### config.mk
export PLATFORM = sky130hd
export DESIGN_NAME = utf8_decode_classify
export DESIGN_NICKNAME = d
export VERILOG_FILES = /design/src/hdl/u8dc_pkg.sv /design/src/hdl/utf8_decode_classify.sv /design/src/hdl/u8dc_decoder.sv
export SDC_FILE = /design/constraint.sdc
export NUM_CORES = 1
export LEC_CHECK = 0
export BUFFER_PORTS_ARGS = -buffer_cell sky130_fd_sc_hd__buf_2
export CORE_MARGIN = 5
export CORE_UTILIZATION = 55
export DETAILED_ROUTE_END_ITERATION = 12
export PLACE_DENSITY = 0.77
export SLEW_MARGIN = 20
export SYNTH_ARGS = -nofsm -noshare
export SYNTH_HDL_FRONTEND = slang
export SYNTH_HIERARCHICAL = 1
export SYNTH_SLANG_ARGS = --single-unit
### constraint.sdc
create_clock -name clk -period 3.35 [get_ports clk]
set_input_delay 0.5025 -clock clk [delete_from_list [all_inputs] [get_ports clk]]
set_output_delay 0.5025 -clock clk [all_outputs]
set_load 0.005 [all_outputs]
### src/hdl/u8dc_pkg.sv
// ----------------------------------------------------------------------------
// u8dc_pkg
// Shared types, constants and the code point classifier for the UTF-8
// decode/classify block.
// ----------------------------------------------------------------------------
package u8dc_pkg;

	localparam int BYTE_W  = 8;
	localparam int CP_W    = 21;
	localparam int CLASS_W = 2;
	localparam int LEFT_W  = 2;

	typedef logic [BYTE_W-1:0]  byte_t;
	typedef logic [CP_W-1:0]    cp_t;
	typedef logic [CLASS_W-1:0] class_t;
	typedef logic [LEFT_W-1:0]  left_t;

	// character classes
	localparam class_t CLASS_OTHER  = 2'd0;
	localparam class_t CLASS_DIGIT  = 2'd1;
	localparam class_t CLASS_LETTER = 2'd2;
	localparam class_t CLASS_CJK    = 2'd3;

	// continuation bytes still expected
	localparam left_t LEFT_NONE  = 2'd0;
	localparam left_t LEFT_ONE   = 2'd1;
	localparam left_t LEFT_TWO   = 2'd2;
	localparam left_t LEFT_THREE = 2'd3;

	// lead byte tags
	localparam byte_t LEAD2_MASK = 8'hE0;
	localparam byte_t LEAD2_TAG  = 8'hC0;
	localparam byte_t LEAD3_MASK = 8'hF0;
	localparam byte_t LEAD3_TAG  = 8'hE0;
	localparam byte_t LEAD4_MASK = 8'hF8;
	localparam byte_t LEAD4_TAG  = 8'hF0;
	localparam byte_t CONT_MASK  = 8'h3F;

	// CJK ranges
	localparam cp_t CJK_A_LO = 21'h04E00;
	localparam cp_t CJK_A_HI = 21'h09FFF;
	localparam cp_t CJK_B_LO = 21'h03400;
	localparam cp_t CJK_B_HI = 21'h04DBF;
	localparam cp_t CJK_C_LO = 21'h20000;
	localparam cp_t CJK_C_HI = 21'h2A6DF;

	function automatic class_t classify(input cp_t cp);
		class_t c;
		c = CLASS_OTHER;
		if (cp == '0) begin
			c = CLASS_CJK;
		end else if (cp >= 21'd48 && cp <= 21'd57) begin
			c = CLASS_DIGIT;
		end else if ((cp >= 21'd65 && cp <= 21'd90) || (cp >= 21'd97 && cp <= 21'd122)) begin
			c = CLASS_LETTER;
		end else if ((cp >= CJK_A_LO && cp <= CJK_A_HI) ||
				(cp >= CJK_B_LO && cp <= CJK_B_HI) ||
				(cp >= CJK_C_LO && cp <= CJK_C_HI)) begin
			c = CLASS_CJK;
		end
		return c;
	endfunction

endpackage

### src/hdl/utf8_decode_classify.sv
// Pipeline: an accepted byte loads the input register; its decode then loads
// the result register once that register is free (out_free).
// Throughput: one byte per cycle while out_ready is high; the result register
// frees in the same cycle it is taken, so both stages keep moving back to back.
// Reset (arst_n low, asynchronous): stages empty, no sequence open,
// partial code point cleared.
// ----------------------------------------------------------------------------
// utf8_decode_classify
// Streaming UTF-8 decoder. Each byte transfer may complete a code point,
// which leaves with a character class (other, digit, letter or CJK; null is CJK).
// ----------------------------------------------------------------------------
module utf8_decode_classify (
	input  logic             clk,
	input  logic             arst_n,
	input  logic             in_valid,
	output logic             in_ready,
	input  u8dc_pkg::byte_t  in_byte,
	output logic             out_valid,
	input  logic             out_ready,
	output u8dc_pkg::cp_t    code_point,
	output u8dc_pkg::class_t char_class
);
	import u8dc_pkg::*;

	// input register
	logic  valid_s1;
	byte_t byte_s1;

	// result register
	logic   out_valid_q;
	cp_t    cp_q;
	class_t class_q;

	logic out_free;
	logic s1_move;
	logic dec_emit;
	cp_t  dec_cp;

	// result slot is free if empty or being taken this cycle
	assign out_free = !out_valid_q || out_ready;
	// byte in stage 1 is decoded (state advances) when the result slot is free
	assign s1_move  = valid_s1 && out_free;
	assign in_ready = !valid_s1 || s1_move;

	always_ff @(posedge clk or negedge arst_n) begin
		if (!arst_n) begin
			valid_s1 <= 1'b0;
		end else if (in_ready) begin
			valid_s1 <= in_valid;
		end
	end

	always_ff @(posedge clk) begin
		if (in_ready && in_valid) begin
			byte_s1 <= in_byte;
		end
	end

	u8dc_decoder u_dec (
		.clk        (clk),
		.arst_n     (arst_n),
		.step       (s1_move),
		.in_byte    (byte_s1),
		.emit       (dec_emit),
		.code_point (dec_cp)
	);

	// a byte that only extends an open sequence leaves the slot empty
	always_ff @(posedge clk or negedge arst_n) begin
		if (!arst_n) begin
			out_valid_q <= 1'b0;
		end else if (out_free) begin
			out_valid_q <= s1_move && dec_emit;
		end
	end

	always_ff @(posedge clk) begin
		if (s1_move && dec_emit) begin
			cp_q    <= dec_cp;
			class_q <= classify(dec_cp);
		end
	end

	assign out_valid  = out_valid_q;
	assign code_point = cp_q;
	assign char_class = class_q;

endmodule

### src/hdl/u8dc_decoder.sv
// ----------------------------------------------------------------------------
// u8dc_decoder
// Sequence state (bytes left, partial code point) and the per-byte decode.
// State advances on every byte that leaves the input register (step).
// ----------------------------------------------------------------------------
module u8dc_decoder (
	input  logic            clk,
	input  logic            arst_n,
	input  logic            step,
	input  u8dc_pkg::byte_t in_byte,
	output logic            emit,
	output u8dc_pkg::cp_t   code_point
);
	import u8dc_pkg::*;

	left_t left_q, left_d;
	cp_t   accum_q, accum_d;
	cp_t   shifted;

	assign shifted = {accum_q[CP_W-7:0], in_byte[5:0] & CONT_MASK[5:0]};

	always_comb begin
		left_d     = left_q;
		accum_d    = accum_q;
		emit       = 1'b0;
		code_point = cp_t'(in_byte);
		if (left_q != LEFT_NONE) begin
			// tag bits of the continuation byte are not checked
			accum_d    = shifted;
			left_d     = left_q - LEFT_ONE;
			emit       = (left_q == LEFT_ONE);
			code_point = shifted;
		end else if ((in_byte & LEAD2_MASK) == LEAD2_TAG) begin
			accum_d = cp_t'(in_byte[4:0]);
			left_d  = LEFT_ONE;
		end else if ((in_byte & LEAD3_MASK) == LEAD3_TAG) begin
			accum_d = cp_t'(in_byte[3:0]);
			left_d  = LEFT_TWO;
		end else if ((in_byte & LEAD4_MASK) == LEAD4_TAG) begin
			accum_d = cp_t'(in_byte[2:0]);
			left_d  = LEFT_THREE;
		end else begin
			// ASCII or invalid lead goes out as is
			emit = 1'b1;
		end
	end

	always_ff @(posedge clk or negedge arst_n) begin
		if (!arst_n) begin
			left_q  <= LEFT_NONE;
			accum_q <= '0;
		end else if (step) begin
			left_q  <= left_d;
			accum_q <= accum_d;
		end
	end

endmodule
Word-level counts from Yosys, hierarchy flattened --
Cells that the tools add are included.
Word-level totals: register bits 50, input port bits 12, output and inout port bits 25, logic and storage cells 62
Operators by class: $add $sub $neg 1, $lt $le $gt $ge 12, equality and inequality tests 4, mux-type cells 16, reduce and logical (&&, ||, !) cells 21
Operators with widths (count):
- 2-to-1 mux 15 bit | 4
- greater-or-equal comparator 21 x 7 -> 1 bit, second input constant | 2
- less-or-equal comparator 21 x 7 -> 1 bit, second input constant | 2
- greater-or-equal comparator 21 x 14 -> 1 bit, second input constant | 1
- greater-or-equal comparator 21 x 15 -> 1 bit, second input constant | 1
- greater-or-equal comparator 21 x 18 -> 1 bit, second input constant | 1
- greater-or-equal comparator 21 x 6 -> 1 bit, second input constant | 1
- less-or-equal comparator 21 x 15 -> 1 bit, second input constant | 1
- less-or-equal comparator 21 x 16 -> 1 bit, second input constant | 1
- less-or-equal comparator 21 x 18 -> 1 bit, second input constant | 1
- less-or-equal comparator 21 x 6 -> 1 bit, second input constant | 1
- logical NOT 21 bit | 1
- 2-to-1 mux 21 bit | 1
- 2-to-1 mux 2 bit | 7
- logical AND 1 bit | 9
- equality test 5 bit, second input constant | 1
- logical OR 1 bit | 5
- equality test 4 bit, second input constant | 1
- 2-to-1 mux 1 bit | 4
- nonzero test 4 bit | 1
- equality test 3 bit, second input constant | 1
- equality test 2 x 1 -> 1 bit, second input constant | 1
- logical NOT 1 bit | 2
- AND reduction 2 bit | 1
- other kinds (3) | 3

Depth between registers and ports, before layout --
depth after elaboration 9, mapped depth 10

Modules after synthesis --
Netlist, hierarchy kept.
Modules (own cells, without submodules):
- utf8_decode_classify | instances 1, cells each 86, area an instance 1321.3 um^2, seq. area each 980.9 um^2
- u8dc_decoder | instances 1, cells each 86, area an instance 1013.5 um^2, seq. area each 425.4 um^2

Worst setup path after synthesis --
Ideal clock, no wire load.
path type reg-to-reg, from register u_dec.left_q[1], to register class_q[0], in the netlist char_class[0], data pin, setup time 180 ps, arrival 2123 ps, data required time 3170 ps, setup slack 1047 ps, cell stages (with the launch flop) 10, period minus slack after synthesis 2303 ps, path through dfrtp_1 buf_6 nor2_4 buf_2 nor2b_1 or4_1 or4_1 o211ai_2 a31oi_1 o311ai_1
Between the ends: word-level cells in the longest chain between the ends 8, elaborated cells between the ends (all ways) 27, those cells by class order compare (12); mux (3); reduce/logical (12)
Ends and longest elaborated chain:
- start: declaration | RTL line u8dc_decoder.sv:16 | left_t left_q, left_d;
- start signal: assignment | RTL line u8dc_decoder.sv:53 | left_q <= left_d;
- nonzero test 2 bit (*) | RTL line u8dc_decoder.sv:27 | if (left_q != LEFT_NONE) begin
- 2-to-1 mux 21 bit (*) | RTL line u8dc_decoder.sv:27
- net dec_cp[15] | RTL line utf8_decode_classify.sv:37 | cp_t dec_cp;
- greater-or-equal comparator 21 x 15 -> 1 bit, or another cell as far along | RTL line u8dc_pkg.sv:56 | end else if ((cp >= CJK_A_LO && cp <= CJK_A_HI) ||
- logical AND 1 bit, on equally long branches | RTL line u8dc_pkg.sv:56, u8dc_pkg.sv:57
- logical OR 1 bit | RTL line u8dc_pkg.sv:56
- logical OR 1 bit | RTL line u8dc_pkg.sv:57 | (cp >= CJK_B_LO && cp <= CJK_B_HI) ||
- 2-to-1 mux 2 bit | RTL line u8dc_pkg.sv:56
- 2-to-1 mux 2 bit | RTL line u8dc_pkg.sv:54 | end else if ((cp >= 21'd65 && cp <= 21'd90) || (cp >= 21'd97 && cp <= 21'd122)) begin
- end signal: assignment | RTL line utf8_decode_classify.sv:80 | class_q <= classify(dec_cp);
- end: declaration | RTL line utf8_decode_classify.sv:32 | class_t class_q;
The timed path passes the listed nets; every way through them passes the cells marked *. A chain may end at the register's enable or synchronous reset.

Worst setup path after layout --
Same ends and word-level chain as after synthesis.

==> impl_metrics.env <==
export IMPL_clk_path_buf_depth=2
export IMPL_wl_per_cell_microns=16.52
export IMPL_synth_adder_area_share=0
export IMPL_startpoint_type="register"
export IMPL_regToRegSetupSlack_ns=0.68
export IMPL_io_pins=37
export IMPL_worst_slack_ns=0.6753
export IMPL_rsz0062_at_grt="false"
export IMPL_hold_viol=0
export IMPL_synth_flop_cell="edfxtp_1"
export IMPL_cts_hold_buf=0
export IMPL_drive_gt1_frac=0.2950
export IMPL_async_flop_share=0.3800
export IMPL_first_pass_iters=4
export IMPL_grtUsageTotal=0.1647
export IMPL_status="finished, final reports clean"
export IMPL_layout_min_cycle_time_ns=2.675
export IMPL_rows=23
export IMPL_arrival_ns=2.78
export IMPL_cts_tree="done"
export IMPL_synth_top_cell_area_share=0.3987
export IMPL_overflow=0
export IMPL_maxSlewHeadroom=0.5425
export IMPL_ys_warn_count=6
export IMPL_layout_common_cells="buf_2, edfxtp_1, dfrtp_1"
export IMPL_numCtsBuffers=5
export IMPL_synth_edf_count=31
export IMPL_synth_area_leader_cell="edfxtp_1"
export IMPL_routed_wl_mm=4.131
export IMPL_timing_hold_ws_ns=0.1417
export IMPL_post_cts_buffers=0
export IMPL_finalSetupTns_ns=0
export IMPL_gp_congestion=0.8588
export IMPL_num_antenna_cells=0
export IMPL_grt_pass1_wl_mm=6.989
export IMPL_ant_nets=0
export IMPL_setup_viol=0
export IMPL_met3_usage=0.04139
export IMPL_core_area_sq_um=4058
export IMPL_die_area_sq_um=5648
export IMPL_synth_seq_cells=50
export IMPL_drv_slew=0
export IMPL_power_density_nw_per_um2=839.0
export IMPL_worst_setup_path_end_kind="register"
export IMPL_grt_pass1_vias=1493
export IMPL_grt_max_degree=24
export IMPL_synth_mux_area_frac=0.08092
export IMPL_timing_final_crit_share=0.7984
export IMPL_io_buffers=36
export IMPL_root_buffer="clkbuf_8"
export IMPL_grtUsageMet1=0.1972
export IMPL_multi_input_area_sq_um=788.3
export IMPL_synth_nets=184
export IMPL_drv_cap=0
export IMPL_syn_avg_cell_area_sq_um=13.57
export IMPL_cts_resized_gates=0
export IMPL_worst_ep_required_time_ns=3.46
export IMPL_drt_first_iter_violations=156
export IMPL_clock_sinks=50
export IMPL_layout_commonest_cell="buf_2"
export IMPL_hpwlAfterDp_mm=3.019
export IMPL_seqCellArea_sq_um=1406
export IMPL_syn_area_sq_um=2335
export IMPL_synth_xor_area_share=0
export IMPL_synth_simple_area_share=0.1501
export IMPL_dpl_worst_slack_ns=0.7202
export IMPL_grt_busiest_layer="met2"
export IMPL_die_w_microns=75.16
export IMPL_fin_worst_skew_ns=0.003459
export IMPL_crit_type="reg2reg"
export IMPL_htree_levels=2
export IMPL_synth_top_family_by_area="simple AND/OR/NAND/NOR gates"
export IMPL_syn_inst=172
export IMPL_worst_ir_drop_vdd_v=0.0004953
export IMPL_synth_compound_area_share=0.1066
export IMPL_routed_via_density=5.728
export IMPL_start_util=0.5754
export IMPL_place_inst=242
export IMPL_drc=0
export IMPL_p_leak_nw=1.060
export IMPL_vias=1432
export IMPL_insertion_delay_ns=0.29
export IMPL_path_max_fanout=19
export IMPL_fin_cells=250
export IMPL_area_delta_synth_final_pct=9.754
export IMPL_total_power_mw=2.150
export IMPL_synthTopCellsByArea="edfxtp_1, dfrtp_1, mux2_4"
export IMPL_hold_class="in2async"
export IMPL_cts_reportedPaths_clkPinSlew_ns=0.08
export IMPL_fillers=322
export IMPL_use_met2=0.2959
export IMPL_antenna_found_initial=0
export IMPL_synth_seq_area_share=0.6024
export IMPL_synth_distinct_cells=48
export IMPL_finalNetCount=211
export IMPL_max_freq_mhz=373.9
export IMPL_die_h_microns=75.16
export IMPL_worstMarginPinSlew_ns=0.6849
[routing by layer]
metal  share of wire  routed length [microns]
met5               0                        0
met4          0.0092                       38
met3           0.057                      236
met2            0.50                     2050
met1            0.44                     1805
[Yosys cell counts (2+ instances only)]
cell type	instances
nand3_1	3
nor3b_1	2
a32o_1	2
a21oi_1	2
o21bai_1	2
nand2b_1	3
nor2_1	8
nor4_1	2
nand4_1	2
o21ai_0	4
a31oi_1	3
nand4b_1	3
a21o_1	4
mux2_4	9
a211o_1	2
o311ai_0	2
edfxtp_1	31
nand2_1	5
mux2_2	2
nand3b_1	2
nor2b_1	15
or4_1	2
mux2i_1	2
and2_1	2
buf_4	13
buf_6	2
a2111oi_0	2
dfrtp_1	19
inv_1	3
[power by group]
| part | switching, mW | internal [mW] |
|---|---|---|
| Combinational | 0.396 | 0.343 |
| Clock | 0.181 | 0.223 |
| Sequential | 0.102 | 0.904 |
[state kept, by name, indices dropped and copies added, names as in the netlist]
| name | count |
|---|---|
| code_point | 21 |
| u_dec/accum_q | 15 |
| byte_s1 | 8 |
| char_class | 2 |
| u_dec/left_q | 2 |
| out_valid | 1 |
| valid_s1 | 1 |
[through the flow]
stage	util	cell area, sq um
floorplan	-	2335
global placement	0.6053	2456
detailed placement	0.6053	2456
CTS	0.6315	2562
global route	0.6315	2562
finish	0.6315	2562
[worst paths after layout]
check	to	start	cells after the start
worst max register to register	char_class[0]	u_dec/left_q[1]	7
worst min-delay path	valid_s1	arst_n	1
min in group clk	byte_s1[5]	in_byte[5]	1
max in group asynchronous	u_dec/accum_q[0]	arst_n	1
worst min register to register	u_dec/accum_q[4]	u_dec/accum_q[4]	1
worst max-delay path	char_class[0]	u_dec/left_q[1]	7
[worst max-delay path, cell delays in order, from the launching register on]
cell and delay (ns):
dfrtp_1 0.51, nor2_4 0.42, nor2b_1 0.23, or4_1 0.55, or4_1 0.50, o211ai_2 0.07, a31oi_1 0.12, o311ai_1 0.09
[final cells by class]
class / count / share of cell area
clock buffers: 7 / 0.02979
inverters: 3 / 0.004395
flip-flops and latches: 50 / 0.5488
multi-input cells: 102 / 0.3076
clock inverters: 1 / 0.01172
repair buffers: 37 / 0.07324
well taps: 50 / 0.02441
[logic make-up (layout without fill, tap and decap cells)]
family | count (synthesis) | after routing
AOI/OAI and AO/OA | 31 | 31
buffers and inverters | 20 | 48
DFF | 50 | 50
muxes | 14 | 14
and+or+nand+nor | 57 | 57
No activity file was read; power rests on OpenSTA's default activity.
